[src/rtl/slt_pkg.sv]
// Package for the shell line tokenizer: types, character codes and helper functions.
`timescale 1ns / 1ps

package slt_pkg;

  localparam int QueueDepth = 4;
  localparam int MaxRes     = 3;

  localparam logic [1:0] AddrExitStatus = 2'd0;

  localparam logic [7:0] ChSpace  = 8'h20;
  localparam logic [7:0] ChTab    = 8'h09;
  localparam logic [7:0] ChCr     = 8'h0d;
  localparam logic [7:0] ChLf     = 8'h0a;
  localparam logic [7:0] ChHash   = 8'h23;
  localparam logic [7:0] ChSquote = 8'h27;
  localparam logic [7:0] ChDquote = 8'h22;
  localparam logic [7:0] ChBslash = 8'h5c;
  localparam logic [7:0] ChDollar = 8'h24;
  localparam logic [7:0] ChQmark  = 8'h3f;
  localparam logic [7:0] ChLowerN = 8'h6e;
  localparam logic [7:0] ChLowerT = 8'h74;
  localparam logic [7:0] ChZero   = 8'h30;

  typedef enum logic [1:0] {
    K_CHAR      = 2'd0,
    K_TOKEN_END = 2'd1,
    K_LINE_DONE = 2'd2
  } kind_t;

  typedef enum logic [3:0] {
    M_IDLE       = 4'd0,
    M_TOKEN      = 4'd1,
    M_TOK_BS     = 4'd2,
    M_TOK_DOLLAR = 4'd3,
    M_SQ         = 4'd4,
    M_DQ         = 4'd5,
    M_DQ_BS      = 4'd6,
    M_DQ_DOLLAR  = 4'd7,
    M_COMMENT    = 4'd8
  } mode_t;

  typedef struct packed {
    kind_t      kind;
    logic [7:0] ch;
  } res_t;

  // All results caused by one input byte, in order.
  typedef struct packed {
    logic [1:0]       cnt;
    res_t [MaxRes-1:0] ent;
  } desc_t;

  function automatic desc_t add_res(desc_t d, kind_t kind, logic [7:0] ch);
    desc_t r;
    r = d;
    if (d.cnt != 2'd3) begin
      r.ent[d.cnt].kind = kind;
      r.ent[d.cnt].ch   = (kind == K_CHAR) ? ch : 8'h00;
      r.cnt             = d.cnt + 2'd1;
    end
    return r;
  endfunction

  function automatic logic is_sep(logic [7:0] c);
    return (c == ChSpace) || (c == ChTab) || (c == ChCr) || (c == ChLf);
  endfunction

endpackage

[src/rtl/slt_front.sv]
// Front end: parses each accepted byte and forms the list of results it causes.
`timescale 1ns / 1ps

module slt_front (
  input  logic          clk,
  input  logic          rst_n,
  input  logic          accept,
  input  logic [7:0]    ch,
  input  logic          end_of_line,
  input  logic [7:0]    exit_status,
  output slt_pkg::desc_t desc,
  output logic          desc_valid
);
  import slt_pkg::*;

  typedef struct packed {
    desc_t d;
    mode_t m;
  } step_t;

  mode_t mode_r, mode_nxt;

  function automatic step_t token_byte(desc_t d, logic [7:0] c);
    step_t s;
    s.d = d;
    s.m = M_TOKEN;
    if (is_sep(c)) begin
      s.d = add_res(d, K_TOKEN_END, 8'h00);
      s.m = M_IDLE;
    end else if (c == ChSquote) begin
      s.m = M_SQ;
    end else if (c == ChDquote) begin
      s.m = M_DQ;
    end else if (c == ChBslash) begin
      s.m = M_TOK_BS;
    end else if (c == ChDollar) begin
      s.m = M_TOK_DOLLAR;
    end else begin
      s.d = add_res(d, K_CHAR, c);
    end
    return s;
  endfunction

  function automatic step_t dq_byte(desc_t d, logic [7:0] c);
    step_t s;
    s.d = d;
    s.m = M_DQ;
    if (c == ChDquote) begin
      s.m = M_TOKEN;
    end else if (c == ChBslash) begin
      s.m = M_DQ_BS;
    end else if (c == ChDollar) begin
      s.m = M_DQ_DOLLAR;
    end else begin
      s.d = add_res(d, K_CHAR, c);
    end
    return s;
  endfunction

  // Decimal digits of the status, no leading zeros. Tens use a reciprocal
  // multiply that is exact for values below 100.
  logic [1:0]  hund;
  logic [6:0]  rem;
  logic [14:0] prod;
  logic [3:0]  tens;
  logic [3:0]  ones;
  desc_t       status_d;

  always_comb begin
    hund = (exit_status >= 8'd200) ? 2'd2 : ((exit_status >= 8'd100) ? 2'd1 : 2'd0);
    rem  = 7'(exit_status - 8'(hund) * 8'd100);
    prod = 15'(rem) * 15'd205;
    tens = 4'(prod >> 11);
    ones = 4'(rem - 7'(tens) * 7'd10);
    status_d = '0;
    if (hund != 2'd0) begin
      status_d = add_res(status_d, K_CHAR, ChZero + 8'(hund));
    end
    if (exit_status >= 8'd10) begin
      status_d = add_res(status_d, K_CHAR, ChZero + 8'(tens));
    end
    status_d = add_res(status_d, K_CHAR, ChZero + 8'(ones));
  end

  desc_t d;
  step_t s;

  always_comb begin
    d        = '0;
    s        = '0;
    mode_nxt = mode_r;
    if (end_of_line) begin
      if (mode_r == M_TOK_BS || mode_r == M_DQ_BS) begin
        d = add_res(d, K_CHAR, ChBslash);
      end else if (mode_r == M_TOK_DOLLAR || mode_r == M_DQ_DOLLAR) begin
        d = add_res(d, K_CHAR, ChDollar);
      end
      if (mode_r >= M_TOKEN && mode_r <= M_DQ_DOLLAR) begin
        d = add_res(d, K_TOKEN_END, 8'h00);
      end
      d        = add_res(d, K_LINE_DONE, 8'h00);
      mode_nxt = M_IDLE;
    end else begin
      case (mode_r)
        M_TOKEN: begin
          s        = token_byte(d, ch);
          d        = s.d;
          mode_nxt = s.m;
        end
        M_TOK_BS: begin
          d        = add_res(d, K_CHAR, ch);
          mode_nxt = M_TOKEN;
        end
        M_TOK_DOLLAR: begin
          if (ch == ChQmark) begin
            d        = status_d;
            mode_nxt = M_TOKEN;
          end else begin
            s        = token_byte(add_res(d, K_CHAR, ChDollar), ch);
            d        = s.d;
            mode_nxt = s.m;
          end
        end
        M_SQ: begin
          if (ch == ChSquote) begin
            mode_nxt = M_TOKEN;
          end else begin
            d = add_res(d, K_CHAR, ch);
          end
        end
        M_DQ: begin
          s        = dq_byte(d, ch);
          d        = s.d;
          mode_nxt = s.m;
        end
        M_DQ_BS: begin
          if (ch == ChLowerN) begin
            d = add_res(d, K_CHAR, ChLf);
          end else if (ch == ChLowerT) begin
            d = add_res(d, K_CHAR, ChTab);
          end else begin
            d = add_res(d, K_CHAR, ch);
          end
          mode_nxt = M_DQ;
        end
        M_DQ_DOLLAR: begin
          if (ch == ChQmark) begin
            d        = status_d;
            mode_nxt = M_DQ;
          end else begin
            s        = dq_byte(add_res(d, K_CHAR, ChDollar), ch);
            d        = s.d;
            mode_nxt = s.m;
          end
        end
        M_COMMENT: begin
          mode_nxt = M_COMMENT;
        end
        default: begin
          if (is_sep(ch)) begin
            mode_nxt = M_IDLE;
          end else if (ch == ChHash) begin
            mode_nxt = M_COMMENT;
          end else begin
            s        = token_byte(d, ch);
            d        = s.d;
            mode_nxt = s.m;
          end
        end
      endcase
    end
  end

  always_ff @(posedge clk) begin
    if (!rst_n) begin
      mode_r <= M_IDLE;
    end else if (accept) begin
      mode_r <= mode_nxt;
    end
  end

  assign desc       = d;
  assign desc_valid = accept && (d.cnt != 2'd0);

endmodule

[src/rtl/slt_queue.sv]
// Short queue of result lists between the front end and the back end.
`timescale 1ns / 1ps

module slt_queue #(
  parameter int DEPTH = slt_pkg::QueueDepth
) (
  input  logic           clk,
  input  logic           rst_n,
  input  logic           wr_en,
  input  slt_pkg::desc_t wr_data,
  input  logic           rd_en,
  output slt_pkg::desc_t rd_data,
  output logic           full,
  output logic           empty
);
  import slt_pkg::*;

  localparam int AW = (DEPTH > 1) ? $clog2(DEPTH) : 1;
  localparam int CW = $clog2(DEPTH + 1);

  desc_t         mem_r [DEPTH];
  logic [AW-1:0] wptr_r, rptr_r;
  logic [CW-1:0] count_r;

  function automatic logic [AW-1:0] wrap_inc(logic [AW-1:0] p);
    return (p == AW'(DEPTH - 1)) ? '0 : p + AW'(1);
  endfunction

  assign full    = (count_r == CW'(DEPTH));
  assign empty   = (count_r == '0);
  assign rd_data = mem_r[rptr_r];

  always_ff @(posedge clk) begin
    if (wr_en) begin
      mem_r[wptr_r] <= wr_data;
    end
  end

  always_ff @(posedge clk) begin
    if (!rst_n) begin
      wptr_r  <= '0;
      rptr_r  <= '0;
      count_r <= '0;
    end else begin
      if (wr_en) begin
        wptr_r <= wrap_inc(wptr_r);
      end
      if (rd_en) begin
        rptr_r <= wrap_inc(rptr_r);
      end
      if (wr_en && !rd_en) begin
        count_r <= count_r + CW'(1);
      end else if (rd_en && !wr_en) begin
        count_r <= count_r - CW'(1);
      end
    end
  end

endmodule

[src/rtl/slt_back.sv]
// Back end: walks each queued result list and issues one result per cycle while pop is held high.
`timescale 1ns / 1ps

module slt_back (
  input  logic           clk,
  input  logic           rst_n,
  input  logic           q_empty,
  input  slt_pkg::desc_t q_head,
  output logic           q_pop,
  input  logic           pop,
  output logic           empty,
  output logic [1:0]     out_kind,
  output logic [7:0]     out_char,
  output logic           out_last
);
  import slt_pkg::*;

  logic       valid_r, valid_nxt;
  logic [1:0] idx_r, idx_nxt;
  res_t       res_r;
  logic       last_r;
  logic       advance, load, is_last;

  assign advance = !valid_r || pop;
  assign load    = advance && !q_empty;
  assign is_last = (idx_r == q_head.cnt - 2'd1);
  assign q_pop   = load && is_last;

  always_comb begin
    valid_nxt = advance ? !q_empty : valid_r;
    idx_nxt   = idx_r;
    if (load) begin
      idx_nxt = is_last ? 2'd0 : idx_r + 2'd1;
    end
  end

  always_ff @(posedge clk) begin
    if (!rst_n) begin
      valid_r <= 1'b0;
      idx_r   <= 2'd0;
    end else begin
      valid_r <= valid_nxt;
      idx_r   <= idx_nxt;
    end
  end

  always_ff @(posedge clk) begin
    if (load) begin
      res_r  <= q_head.ent[idx_r];
      last_r <= is_last;
    end
  end

  assign empty    = !valid_r;
  assign out_kind = res_r.kind;
  assign out_char = res_r.ch;
  assign out_last = last_r;

endmodule

[src/rtl/shell_line_tokenizer.sv]
// Top level of the shell line tokenizer: configuration register and the front/back pipeline.
`timescale 1ns / 1ps

// The tokenizer splits a command line, fed one byte per request, into token
// characters, token-end marks and a line-done mark, honoring single quotes,
// double quotes with backslash escapes, outside backslashes, comments that
// start at a token boundary, and $? expansion from the exit_status register.
// A byte is taken every cycle while push is high and full is low; the front
// end parses it in that same cycle and places the one to three results it
// causes into a short queue (QUEUE_DEPTH entries). The back end delivers
// one result per cycle while pop is held high, from a registered output, so
// each of the several results that a byte may cause (three status digits, or
// a held character, a token end and a line done) takes its own turn on the
// output and the queue absorbs the burst. Bytes that cause no result never
// reach the queue. The first result of a byte passes through the queue entry
// and then the output register before it appears. exit_status is at byte
// address 0 and must only be written while the block is idle.

module shell_line_tokenizer #(
  parameter int QUEUE_DEPTH = slt_pkg::QueueDepth
) (
  input  logic        clk,
  input  logic        rst_n,
  // Input channel.
  input  logic        push,
  output logic        full,
  input  logic [7:0]  in_ch,
  input  logic        in_end_of_line,
  // Result channel.
  output logic        empty,
  input  logic        pop,
  output logic [1:0]  out_kind,
  output logic [7:0]  out_char,
  output logic        out_last,
  // Configuration port.
  input  logic        psel,
  input  logic        penable,
  input  logic        pwrite,
  input  logic [1:0]  paddr,
  input  logic [31:0] pwdata,
  output logic [31:0] prdata,
  output logic        pready
);
  import slt_pkg::*;

  logic [7:0] status_r;
  logic       accept;
  desc_t      f_desc;
  logic       f_valid;
  desc_t      q_head;
  logic       q_full, q_empty, q_pop;

  // There is a single register, so every completed write lands in it.
  always_ff @(posedge clk) begin
    if (!rst_n) begin
      status_r <= 8'd0;
    end else if (psel && penable && pwrite && pready) begin
      status_r <= pwdata[7:0];
    end
  end

  assign pready = 1'b1;
  assign prdata = (paddr == AddrExitStatus) ? {24'd0, status_r} : 32'd0;

  // A request is taken only while the queue can hold its results.
  assign full   = q_full;
  assign accept = push && !full;

  slt_front u_front (
    .clk        (clk),
    .rst_n      (rst_n),
    .accept     (accept),
    .ch         (in_ch),
    .end_of_line(in_end_of_line),
    .exit_status(status_r),
    .desc       (f_desc),
    .desc_valid (f_valid)
  );

  slt_queue #(
    .DEPTH(QUEUE_DEPTH)
  ) u_queue (
    .clk    (clk),
    .rst_n  (rst_n),
    .wr_en  (f_valid),
    .wr_data(f_desc),
    .rd_en  (q_pop),
    .rd_data(q_head),
    .full   (q_full),
    .empty  (q_empty)
  );

  slt_back u_back (
    .clk     (clk),
    .rst_n   (rst_n),
    .q_empty (q_empty),
    .q_head  (q_head),
    .q_pop   (q_pop),
    .pop     (pop),
    .empty   (empty),
    .out_kind(out_kind),
    .out_char(out_char),
    .out_last(out_last)
  );

endmodule
[config.mk]
export PLATFORM = sky130hd
export DESIGN_NAME = shell_line_tokenizer
export DESIGN_NICKNAME = d
export VERILOG_FILES = /design/src/rtl/slt_pkg.sv /design/src/rtl/slt_front.sv /design/src/rtl/slt_queue.sv /design/src/rtl/slt_back.sv /design/src/rtl/shell_line_tokenizer.sv
export SDC_FILE = /design/constraint.sdc
export NUM_CORES = 1
export LEC_CHECK = 0
export BUFFER_PORTS_ARGS = -buffer_cell sky130_fd_sc_hd__buf_2
export CORE_UTILIZATION = 56
export CTS_BUF_LIST = sky130_fd_sc_hd__clkbuf_8
export DETAILED_ROUTE_END_ITERATION = 12
export GPL_ROUTABILITY_DRIVEN = 0
export PLACE_DENSITY_LB_ADDON = 0.05
export SLEW_MARGIN = 20
export SYNTH_ARGS = -nofsm -noshare
export SYNTH_HDL_FRONTEND = slang
export SYNTH_HIERARCHICAL = 1
export SYNTH_SLANG_ARGS = --single-unit
[constraint.sdc]
create_clock -name clk -period 7.3 [get_ports clk]
set_clock_uncertainty 0.15 [all_clocks]
set_input_delay 1.46 -clock clk [delete_from_list [all_inputs] [get_ports clk]]
set_output_delay 1.46 -clock clk [all_outputs]
set_load 0.02 [all_outputs]
==> results of run 1 <==
-- final cells by class --
class | count | area, um2
repair buffers | 59 | 328
clock buffers | 17 | 234
clock inverters | 15 | 173
inverters | 41 | 154
multi-input cells | 475 | 4020
well taps | 216 | 270
fillers | 1296 | 6040
flip-flops and latches | 163 | 4660
-- final timing paths --
path	startpoint	end	slack [ns]	depth (start not counted)
worst max-delay path	status_r[4]	u_queue/mem_r[0][13]	0.31	27
worst min-delay path	status_r[4]	status_r[4]	0.38	2
worst max register to register	status_r[4]	u_queue/mem_r[0][13]	0.31	27
worst min register to register	status_r[4]	status_r[4]	0.38	2
-- per-stage QoR --
stage          hold WS [ns]  util [%]
3_5_place_dp          0.391      58.9
5_1_grt               0.397      62.0
4_1_cts               0.402      61.5
2_1_floorplan         0.312         -
6_report              0.377      62.0
3_3_place_gp          0.334      58.9
-- cells in the final DEF, fill, tap and decap left out, drive strengths merged, types with 23 or more instances in the layout --
| cell type | count |
|---|---|
| dfxtp | 24 |
| nand2 | 60 |
| edfxtp | 139 |
| mux2i | 23 |
| conb | 28 |
| buf | 59 |
| o21ai | 36 |
| inv | 49 |
| mux4 | 32 |
| ha | 50 |
-- layer usage --
metal | GRT usage (%) | vias up
li1 | - | 2720
met1 | 30.5 | 2845
met2 | 41.3 | 189
met3 | 3.84 | 31
met4 | 7.05 | 0
met5 | 0 | -
-- critical path: cells and delay by family, from the launching register on --
kind | cells | cell delay [ns]
fa+ha+maj | 9 | 2.70
simple gates | 7 | 1.53
compound gates | 4 | 0.95
xor+xnor | 4 | 0.78
flops | 1 | 0.39
buf+inv | 3 | 0.29
-- sequential cells by signal, summed over array words and instances (netlist names), named ones only --
name,flops
u_back/out_kind,2
u_back/out_char,8
u_queue/mem_r,128
u_back/valid_r,1
u_back/idx_r,2
u_queue/rptr_r,2
u_front/mode_r,4
u_queue/wptr_r,2
u_back/out_last,1
status_r,8
u_queue/count_r,3
-- logic make-up after synthesis --
kind of cell             count (synthesis)
AND/OR/NAND/NOR                        192
other                                    3
flip-flops                             163
buffers and inverters                   98
multiplexers                            55
AO/OA/AOI/OAI                          125
XOR/XNOR                                14
adder cells (fa/ha/maj)                 61
-- power by group --
group	total, W	internal (W)	switching [W]
clock	0.000667	0.000316	0.000351
combinational	0.000746	0.000323	0.000422
sequential	0.00121	0.00114	0.0000663
total	0.00262	0.00178	0.000840
-- Yosys cell counts, drive strengths merged (8+ instances only) --
library cell  instances
a21oi                20
and2                 19
and3                  8
buf                  46
clkbuf               11
dfxtp                24
edfxtp              139
fa                   11
ha                   50
inv                  41
mux2i                23
mux4                 32
nand2                60
nand2b               13
nor2                 22
nor2b                16
nor3                 12
o21ai                36
xnor2                11
-- what timing repair did --
action / 4_1_cts / 5_1_grt
endpoints found under the setup margin: 0 / 12
setup buffers: 0 / 2
resized for setup: 0 / 12
==> out/qor.txt, run 1 <==
RUN STATUS
------------------------------------------------------------------------------
Result of the run                                                 finished, final reports clean

SYNTH
------------------------------------------------------------------------------
Largest area contributor in the netlist                           sky130_fd_sc_hd__edfxtp_1
Post-Synth Adder-Cell Area                                               9.29%
Fraction of the mapped netlist area in simple logic gates                11.9%
Portion of netlist area occupied by mux cells                            10.5%
Area fraction in compound gates after synthesis                          9.28%
Number of different library cells in the post-synthesis netlist             80
Summed instance area of the synthesized netlist                       9100 um2
Main combinational cell family by area after synthesis            simple AND/OR/NAND/NOR gates
Number of instances in the synthesized netlist                             711
XOR/XNOR Fraction of Synth Area                                          1.50%
Number of warnings reported in the yosys synthesis log                       6
Primary flip-flop cell chosen by synthesis mapping                sky130_fd_sc_hd__edfxtp_1
Top cells by area in the synthesized netlist                      sky130_fd_sc_hd__edfxtp_1 46%, sky130_fd_sc_hd__mux4_2 7.4%, sky130_fd_sc_hd__ha_1 6.9%
Syn Area/Cell                                                         12.8 um2
Count of state elements after synthesis                                    163
Share of synthesized registers carrying an async set or reset               0%
Number of synthesized flops with an enable pin                             139
Portion of the post-synthesis area used by sequential elements           51.1%
Share of Yosys cell area claimed by the top area cell type               45.9%

POWER AND IR DROP
------------------------------------------------------------------------------
Total power per unit cell area                                      266 nW/um2
Final total power                                                    0.00262 W
Leakage power figure                                                   3.72 nW
Maximum vdd drop                                                      0.185 mV

DIE
------------------------------------------------------------------------------
Y dimension of the die                                                  129 um
X dimension of the die                                                  129 um
Num rows                                                                    46
Area of the die                                                     16,800 um2
Number of I/O pins                                                          96
Core area                                                           15,900 um2
Effective utilization at floorplan                                       57.3%

STA
------------------------------------------------------------------------------
Final Slew Violations                                                        0
Final hold violation count                                                   0
Final worst-path setup slack                                          0.307 ns
Count of final setup violators                                               0
Total negative slack for setup checks                                     0 ns
Share of the cycle needed by the critical path after routing             95.8%
Worst slew margin                                                        32.1%
Slew at the pin with the worst max-slew slack                          1.01 ns
Fmax                                                                 0.143 GHz
Min Tclk post-route                                                    6.99 ns

CELLS AND AREA
------------------------------------------------------------------------------
Syn-to-layout area delta                                                 8.18%
Non-filler cells in the finished layout                                    986
Post-route cell area                                                  9850 um2
Diodes inserted                                                              0
Fraction of final layout cells sized beyond drive strength 1             19.2%
Post-layout nets                                                           868

PLACE
------------------------------------------------------------------------------
Area post-placement                                                   9360 um2
Count of input and output buffers                                           46
Placed wire-length estimate after detailed placement                 12,900 um
Total placed cells including tap cells                                     952
Worst-case setup slack after placement                               0.0413 ns

GRT
------------------------------------------------------------------------------
Overall Global Routing Usage                                             23.7%
Global-route wire length before repair                               29,700 um
Number of global-route vias before repair                                5,674
Pin count of the biggest net entering global routing                        33
Overflow after GRT                                                           0
Antenna violations before repair                                             0

CLOCK NETWORK
------------------------------------------------------------------------------
Clock-pin slew on the worst setup and hold paths                       0.10 ns
Number of CTS-inserted buffers                                              17
Number of buffers between clock root and the deepest sink                    2
Number of hold buffers added after cts                                       0
Total number of clock tree sinks                                           163
Latest clock arrival within the worst-skew pair                        0.44 ns
H-Tree Level Count                                                           4
TritonCTS clock tree                                                      done
Cell at the root of the clock tree                                sky130_fd_sc_hd__clkbuf_8

DRT
------------------------------------------------------------------------------
Post-detailed-route via-to-cell ratio                                     5.87
DR iter-0 viols                                                            599
Number of design rule violations left after detail routing                   0
Routed met1 length                                                     8060 um
Detail Route met2 WL                                                   9400 um
Detail Route Antenna Nets                                                    0
Total routed wirelength                                              18,600 um
Met3 routed WL                                                          879 um
Via count                                                                5,785
Uppermost routed layer                                                    met4
Wire per inst                                                          18.9 um
Detailed-router iteration count before antenna repair                        6

SETUP PATH
------------------------------------------------------------------------------
WP data arrival                                                        7.07 ns
Req. time, crit path                                                   7.37 ns
CP Capture Type                                                           flop
Critical setup path kind                                               reg2reg
Largest driver fanout on the critical path                                   8
Slowest stage cell, crit path                                     sky130_fd_sc_hd__fa_1
CP max stage delay                                                     0.48 ns
Critical Path Start Type                                                  flop

FLOW RUN
------------------------------------------------------------------------------
Total of max-cap violations                                                  0

MIN PATH
------------------------------------------------------------------------------
Type of the tightest min-delay check                                   reg2reg

Power figures use the tool's default switching activity.
==> inputs of run 2 (changes only) <==
- CORE_UTILIZATION: 56 -> 50
- SETUP_SLACK_MARGIN: unset -> 0.05
==> out/qor.txt, run 2 (synthesized netlist as in run 1, its figures left out) <==
PLACE
-------------------------------------------------------------------------------------
Area post-placement                                                          9400 um2   +0.35%
Count of input and output buffers                                                  46   unchanged
Placed wire-length estimate after detailed placement                        13,100 um   +1.2%

CLOCK NETWORK
-------------------------------------------------------------------------------------
Number of hold buffers added after cts                                              0   unchanged
Latest clock arrival within the worst-skew pair                               0.44 ns   about the same
TritonCTS clock tree                                                             done
H-Tree Level Count                                                                  4   unchanged
Cell at the root of the clock tree                                       sky130_fd_sc_hd__clkbuf_8
Clock-pin slew on the worst setup and hold paths                              0.09 ns   about the same
Number of buffers between clock root and the deepest sink                           2   unchanged
Total number of clock tree sinks                                                  163   unchanged
Number of CTS-inserted buffers                                                     17   unchanged

DRT
-------------------------------------------------------------------------------------
Total routed wirelength                                                     19,200 um   +2.8%
DR iter-0 viols                                                                   556   -7.2%
Number of design rule violations left after detail routing                          0   unchanged
Detailed-router iteration count before antenna repair                               6   unchanged
Post-detailed-route via-to-cell ratio                                            5.84   -0.45%
Detail Route Antenna Nets                                                           0   unchanged
Via count                                                                       5,823   +0.66%
Wire per inst                                                                 19.2 um   +1.6%

CELLS AND AREA
-------------------------------------------------------------------------------------
FILL cells                                                                      1,485   +15%
Post-layout nets                                                                  870   +0.23%
Syn-to-layout area delta                                                        8.32%
Largest reg by FF count                                                  u_queue/mem_r
Most frequent cells in the layout                                        139 x sky130_fd_sc_hd__edfxtp_1, 60 x sky130_fd_sc_hd__nand2_1, 48 x sky130_fd_sc_hd__ha_1
Fraction of final layout cells sized beyond drive strength 1                    19.7%   +0.47 points
Diodes inserted                                                                     0   unchanged
Most frequent standard cell in the layout excluding fill and tap cells   sky130_fd_sc_hd__edfxtp_1
Max reg flops                                                                     128   unchanged
Post-route cell area                                                         9860 um2   +0.13%

MIN PATH
-------------------------------------------------------------------------------------
Type of the tightest min-delay check                                          reg2reg

DIE
-------------------------------------------------------------------------------------
Effective utilization at floorplan                                              51.9%   -5.4 points
Num rows                                                                           48   +4.3%
Y dimension of the die                                                         137 um   +5.7%
Number of I/O pins                                                                 96   unchanged
Core area                                                                  17,500 um2   +10%
Area of the die                                                            18,700 um2   +12%
X dimension of the die                                                         137 um   +5.7%

FLOW RUN
-------------------------------------------------------------------------------------
Total of max-cap violations                                                         0   unchanged

SETUP PATH
-------------------------------------------------------------------------------------
Req. time, crit path                                                          7.37 ns   about the same
WP data arrival                                                               7.04 ns   -0.03 ns
Critical Path Start Type                                                         flop
Largest driver fanout on the critical path                                          4   -4
Critical setup path kind                                                      reg2reg
Slowest stage cell, crit path                                            sky130_fd_sc_hd__fa_1
Top Family by Delay on Critical Path                                      adder cells
CP max stage delay                                                            0.50 ns   +0.02 ns
CP Capture Type                                                                  flop
Buffers plus inverters on the worst setup path                                      4   +1
R2r setup slk                                                                 0.33 ns   +0.02 ns

STA
-------------------------------------------------------------------------------------
Final hold violation count                                                          0   unchanged
Count of final setup violators                                                      0   unchanged
Share of the cycle needed by the critical path after routing                    95.5%   -0.33 points
Final Slew Violations                                                               0   unchanged
Min Tclk post-route                                                           6.97 ns   -0.0238 ns
Fmax                                                                        0.143 GHz   +0.34%
Unrepaired setup endpoints after global routing                                    no
Slew at the pin with the worst max-slew slack                                0.983 ns   -0.0267 ns
Worst slew margin                                                               34.2%   +2.1 points
Total negative slack for setup checks                                            0 ns   unchanged

GRT
-------------------------------------------------------------------------------------
Pin count of the biggest net entering global routing                               33   unchanged
Overall Global Routing Usage                                                    21.5%   -2.2 points
Overflow after GRT                                                                  0   unchanged
Number of global-route vias before repair                                       5,621   -0.93%
Antenna violations before repair                                                    0   unchanged
Global-route wire length before repair                                      29,800 um   +0.11%

POWER AND IR DROP
-------------------------------------------------------------------------------------
Leakage power figure                                                          3.72 nW   -0.21%
Final total power                                                           0.00259 W   -1.3%
Total power per unit cell area                                             263 nW/um2   -1.4%
Maximum vdd drop                                                             0.190 mV   +2.6%

RUN STATUS
-------------------------------------------------------------------------------------
Result of the run                                                        finished, final reports clean

## run 2: changes by cell type in the layout (fill, tap and decap cells not counted), sizes merged
cell	before	now
buf	59	61
clkinvlp	2	3
bufinv	2	1
## run 2: where the power goes
group | leakage (nW) | internal, W | total [W] | switching [W]
Sequential | 1.55 | 0.00114 | 0.00120 | 0.0000583
Clock | 0.186 | 0.000279 | 0.000627 | 0.000348
Combinational | 1.98 | 0.000326 | 0.000760 | 0.000434
## run 2: final timing paths
kind                                   from              endpoint  cells past startpoint
worst max-delay path            status_r[4]  u_queue/mem_r[2][13]                     28
worst min-delay path            status_r[4]           status_r[4]                      2
worst max register to register  status_r[4]  u_queue/mem_r[2][13]                     28
worst min register to register  status_r[4]           status_r[4]                      2
## run 2: tightest hold or removal path: stages (launching register included)
cell,delay (ns)
sky130_fd_sc_hd__dfxtp_2,0.35
sky130_fd_sc_hd__nand2_1,0.06
sky130_fd_sc_hd__mux2i_1,0.05
## run 2: final cells by class
| class | instances | area, um2 | share of cell area, % |
|---|---|---|---|
| Timing Repair Buffer | 61 | 343 | 3.48 |
| Multi-Input combinational cell | 475 | 4040 | 41.0 |
| Tap cell | 225 | 282 | 2.86 |
| Sequential cell | 163 | 4660 | 47.3 |
| Clock inverter | 15 | 145 | 1.47 |
| Clock buffer | 17 | 234 | 2.37 |
| Inverter | 41 | 154 | 1.56 |
## run 2: through the flow
| step | setup slack (ns) | cells | hold slack [ns] | util, % |
|---|---|---|---|---|
| 2_1_floorplan | 0.283 | 736 | 0.312 | - |
| 3_3_place_gp | 0.286 | 964 | 0.326 | 53.6 |
| 3_5_place_dp | 0.214 | 964 | 0.335 | 53.6 |
| 4_1_cts | 0.174 | 996 | 0.349 | 55.7 |
| 5_1_grt | 0.00198 | 997 | 0.378 | 56.2 |
| 6_report | 0.331 | 997 | 0.344 | 56.2 |
## run 2: repair_timing
action / in CTS / in global routing
setup endpoints to repair: 0 / 20
resized for setup: 0 / 15
setup buffers: 0 / 1
## run 2: routing by layer
metal  routed length, um  track usage (%)  vias up
li1                    -                -     2719
met3                 980             3.67       41
met5                   0                0        -
met1                8300             28.4     2845
met4                 418             7.51        0
met2                9460             35.9      218
==> inputs of run 3 (changes only) <==
- REMOVE_ABC_BUFFERS: unset -> 1
==> out/qor.txt, run 3 (synthesized netlist as in run 1, its figures left out) <==
CELLS AND AREA
-------------------------------------------------------------------------------------
Most frequent cells in the layout                                        139 x sky130_fd_sc_hd__edfxtp_1, 60 x sky130_fd_sc_hd__nand2_1, 50 x sky130_fd_sc_hd__ha_1
Diodes inserted                                                                     0   unchanged
Non-filler cells in the finished layout                                         1,000   +0.30%
Fraction of final layout cells sized beyond drive strength 1                    19.9%   +0.18 points
Post-layout nets                                                                  873   +0.34%
Syn-to-layout area delta                                                        8.65%
Largest reg by FF count                                                  u_queue/mem_r
Most frequent standard cell in the layout excluding fill and tap cells   sky130_fd_sc_hd__edfxtp_1
Max reg flops                                                                     128   unchanged

SETUP PATH
-------------------------------------------------------------------------------------
Req. time, crit path                                                          7.48 ns   +0.11 ns
Critical setup path kind                                                      reg2reg
CP max stage delay                                                            0.49 ns   about the same
Slowest stage cell, crit path                                            sky130_fd_sc_hd__fa_1
CP Capture Type                                                                  flop
Cell repeated most along the worst path                                  sky130_fd_sc_hd__ha_1
Critical Path Start Type                                                         flop
WP data arrival                                                               7.10 ns   +0.06 ns
Largest driver fanout on the critical path                                          4   unchanged

DRT
-------------------------------------------------------------------------------------
Number of design rule violations left after detail routing                          0   unchanged
Total routed wirelength                                                     19,000 um   -1.1%
Wire per inst                                                                 19.0 um   -1.4%
Post-detailed-route via-to-cell ratio                                            5.84   about the same
Detail Route Antenna Nets                                                           0   unchanged
DR iter-0 viols                                                                   477   -14%
Detailed-router iteration count before antenna repair                               7   +1
Via count                                                                       5,837   +0.24%

GRT
-------------------------------------------------------------------------------------
Routing usage on met1                                                           30.8%   +2.4 points
Global-route wire length before repair                                      30,200 um   +1.6%
Pin count of the biggest net entering global routing                               33   unchanged
Met3 track demand over resource                                                 4.33%   +0.67 points
Overflow after GRT                                                                  0   unchanged
Most utilized layer in the global route result                                   met2
Overall Global Routing Usage                                                    22.0%   +0.45 points
Global Route met2 Usage                                                         34.2%   -1.6 points
Number of global-route vias before repair                                       5,629   +0.14%
Antenna violations before repair                                                    0   unchanged

DIE
-------------------------------------------------------------------------------------
Num rows                                                                           48   unchanged
Effective utilization at floorplan                                              51.9%   unchanged
Number of I/O pins                                                                 96   unchanged
Y dimension of the die                                                         137 um   unchanged
Core area                                                                  17,500 um2   unchanged
X dimension of the die                                                         137 um   unchanged
Area of the die                                                            18,700 um2   unchanged

POWER AND IR DROP
-------------------------------------------------------------------------------------
Maximum vdd drop                                                             0.162 mV   -15%
Combinational share of power                                                    30.1%   +0.8 points
Part of the total power dissipated in the clock network                         25.1%   +0.9 points
Internal Power                                                              0.00176 W   +0.91%
Leakage power figure                                                          3.75 nW   +0.85%
Switching share of power                                                        32.9%   +0.47 points
Sequential group share of total power                                           44.8%   -1.6 points
Power dissipated by switching net loads                                    0.000866 W   +3.1%
Total power per unit cell area                                             266 nW/um2   +1.3%

STA
-------------------------------------------------------------------------------------
Fmax                                                                        0.144 GHz   +0.68%
Slew at the pin with the worst max-slew slack                                0.856 ns   -0.127 ns
Total negative slack for setup checks                                            0 ns   unchanged
Worst slew margin                                                               42.4%   +8.2 points
Final hold violation count                                                          0   unchanged
Min Tclk post-route                                                           6.92 ns   -0.0469 ns
Final Slew Violations                                                               0   unchanged
Unrepaired setup endpoints after global routing                                    no
Count of final setup violators                                                      0   unchanged
Share of the cycle needed by the critical path after routing                    94.8%   -0.64 points

CLOCK NETWORK
-------------------------------------------------------------------------------------
Clock-pin slew on the worst setup and hold paths                              0.10 ns   about the same
Number of buffers between clock root and the deepest sink                           2   unchanged
Total number of clock tree sinks                                                  163   unchanged
Latest clock arrival within the worst-skew pair                               0.45 ns   about the same
H-Tree Level Count                                                                  4   unchanged
TritonCTS clock tree                                                             done
Cell at the root of the clock tree                                       sky130_fd_sc_hd__clkbuf_8
Number of hold buffers added after cts                                              0   unchanged
Number of CTS-inserted buffers                                                     17   unchanged

FLOW RUN
-------------------------------------------------------------------------------------
Total of max-cap violations                                                         0   unchanged

PLACE
-------------------------------------------------------------------------------------
Count of input and output buffers                                                  46   unchanged
Total placed cells including tap cells                                            965   +0.10%
Placed wire-length estimate after detailed placement                        12,800 um   -2.3%

MIN PATH
-------------------------------------------------------------------------------------
Type of the tightest min-delay check                                          reg2reg

RUN STATUS
-------------------------------------------------------------------------------------
Result of the run                                                        finished, final reports clean

run 3: changes by cell type in the layout (fill, tap and decap cells not counted), moves of 2 or more:
cell,previous run,this run
sky130_fd_sc_hd__clkinv_4,1,3
sky130_fd_sc_hd__ha_1,48,50
sky130_fd_sc_hd__inv_8,2,5
sky130_fd_sc_hd__dfxtp_2,4,2
sky130_fd_sc_hd__dfxtp_1,20,22
sky130_fd_sc_hd__inv_6,6,2
sky130_fd_sc_hd__buf_4,15,18
run 3: layout make-up:
cell class	instances	area, um2
fill	1460	7650
sequential	163	4660
multi-input combinational	475	4030
timing repair buffer	64	365
tap	225	282
clock buffer	17	234
clock inverter	15	169
inverter	41	154
run 3: through the flow:
step / instance area, um2 / power (W) / hold WS, ns / worst slack [ns] / util (%)
floorplan: 8780 / 0.00176 / 0.312 / 0.329 / -
global placement: 9400 / 0.00196 / 0.334 / 0.149 / 53.6
detailed placement: 9400 / 0.00199 / 0.353 / 0.101 / 53.6
CTS: 9810 / 0.00265 / 0.368 / 0.0949 / 56.0
global route: 9890 / 0.00278 / 0.358 / 0.0723 / 56.4
finish: 9890 / 0.00263 / 0.342 / 0.378 / 56.4
run 3: metal layers:
metal,share of wire [%],wire (um),vias to the layer above
met5,0,0,-
met4,1.4,261,0
met3,4.5,844,27
met2,47,8880,204
met1,47,8970,2876
li1,-,-,2730
run 3: power groups by stage:
stage / logic (W) / registers, W / clock network, W
floorplan: 0.000470 / 0.00128 / 0
global placement: 0.000765 / 0.00120 / 0
detailed placement: 0.000784 / 0.00120 / 0
CTS: 0.000792 / 0.00118 / 0.000677
global route: 0.000877 / 0.00119 / 0.000714
finish: 0.000792 / 0.00118 / 0.000659
run 3: path summary, 6_finish.rpt:
path	startpoint	end	slack (ns)	cells after the start
setup / recovery	status_r[4]	u_queue/mem_r[2][13]	0.38	30
hold / removal	status_r[2]	status_r[2]	0.34	2
setup reg to reg	status_r[4]	u_queue/mem_r[2][13]	0.38	30
hold reg to reg	status_r[2]	status_r[2]	0.34	2
run 3: what timing repair did:
action | 4_1_cts | 5_1_grt
pin swaps | 0 | 3
gates cloned | 0 | 0
gates resized for setup | 1 | 11
endpoints found under the setup margin | 4 | 24
buffers inserted | 0 | 3
run 3: worst max-delay path: cells and delay by family (launching register included):
| kind | cells | cell delay (ns) |
|---|---|---|
| DFF | 1 | 0.35 |
| buffers and inverters | 6 | 0.54 |
| adders and majority gates | 9 | 2.64 |
| and+or+nand+nor | 7 | 1.53 |
| xor gates and xnor gates | 4 | 0.73 |
| AOI/OAI and AO/OA | 4 | 0.85 |
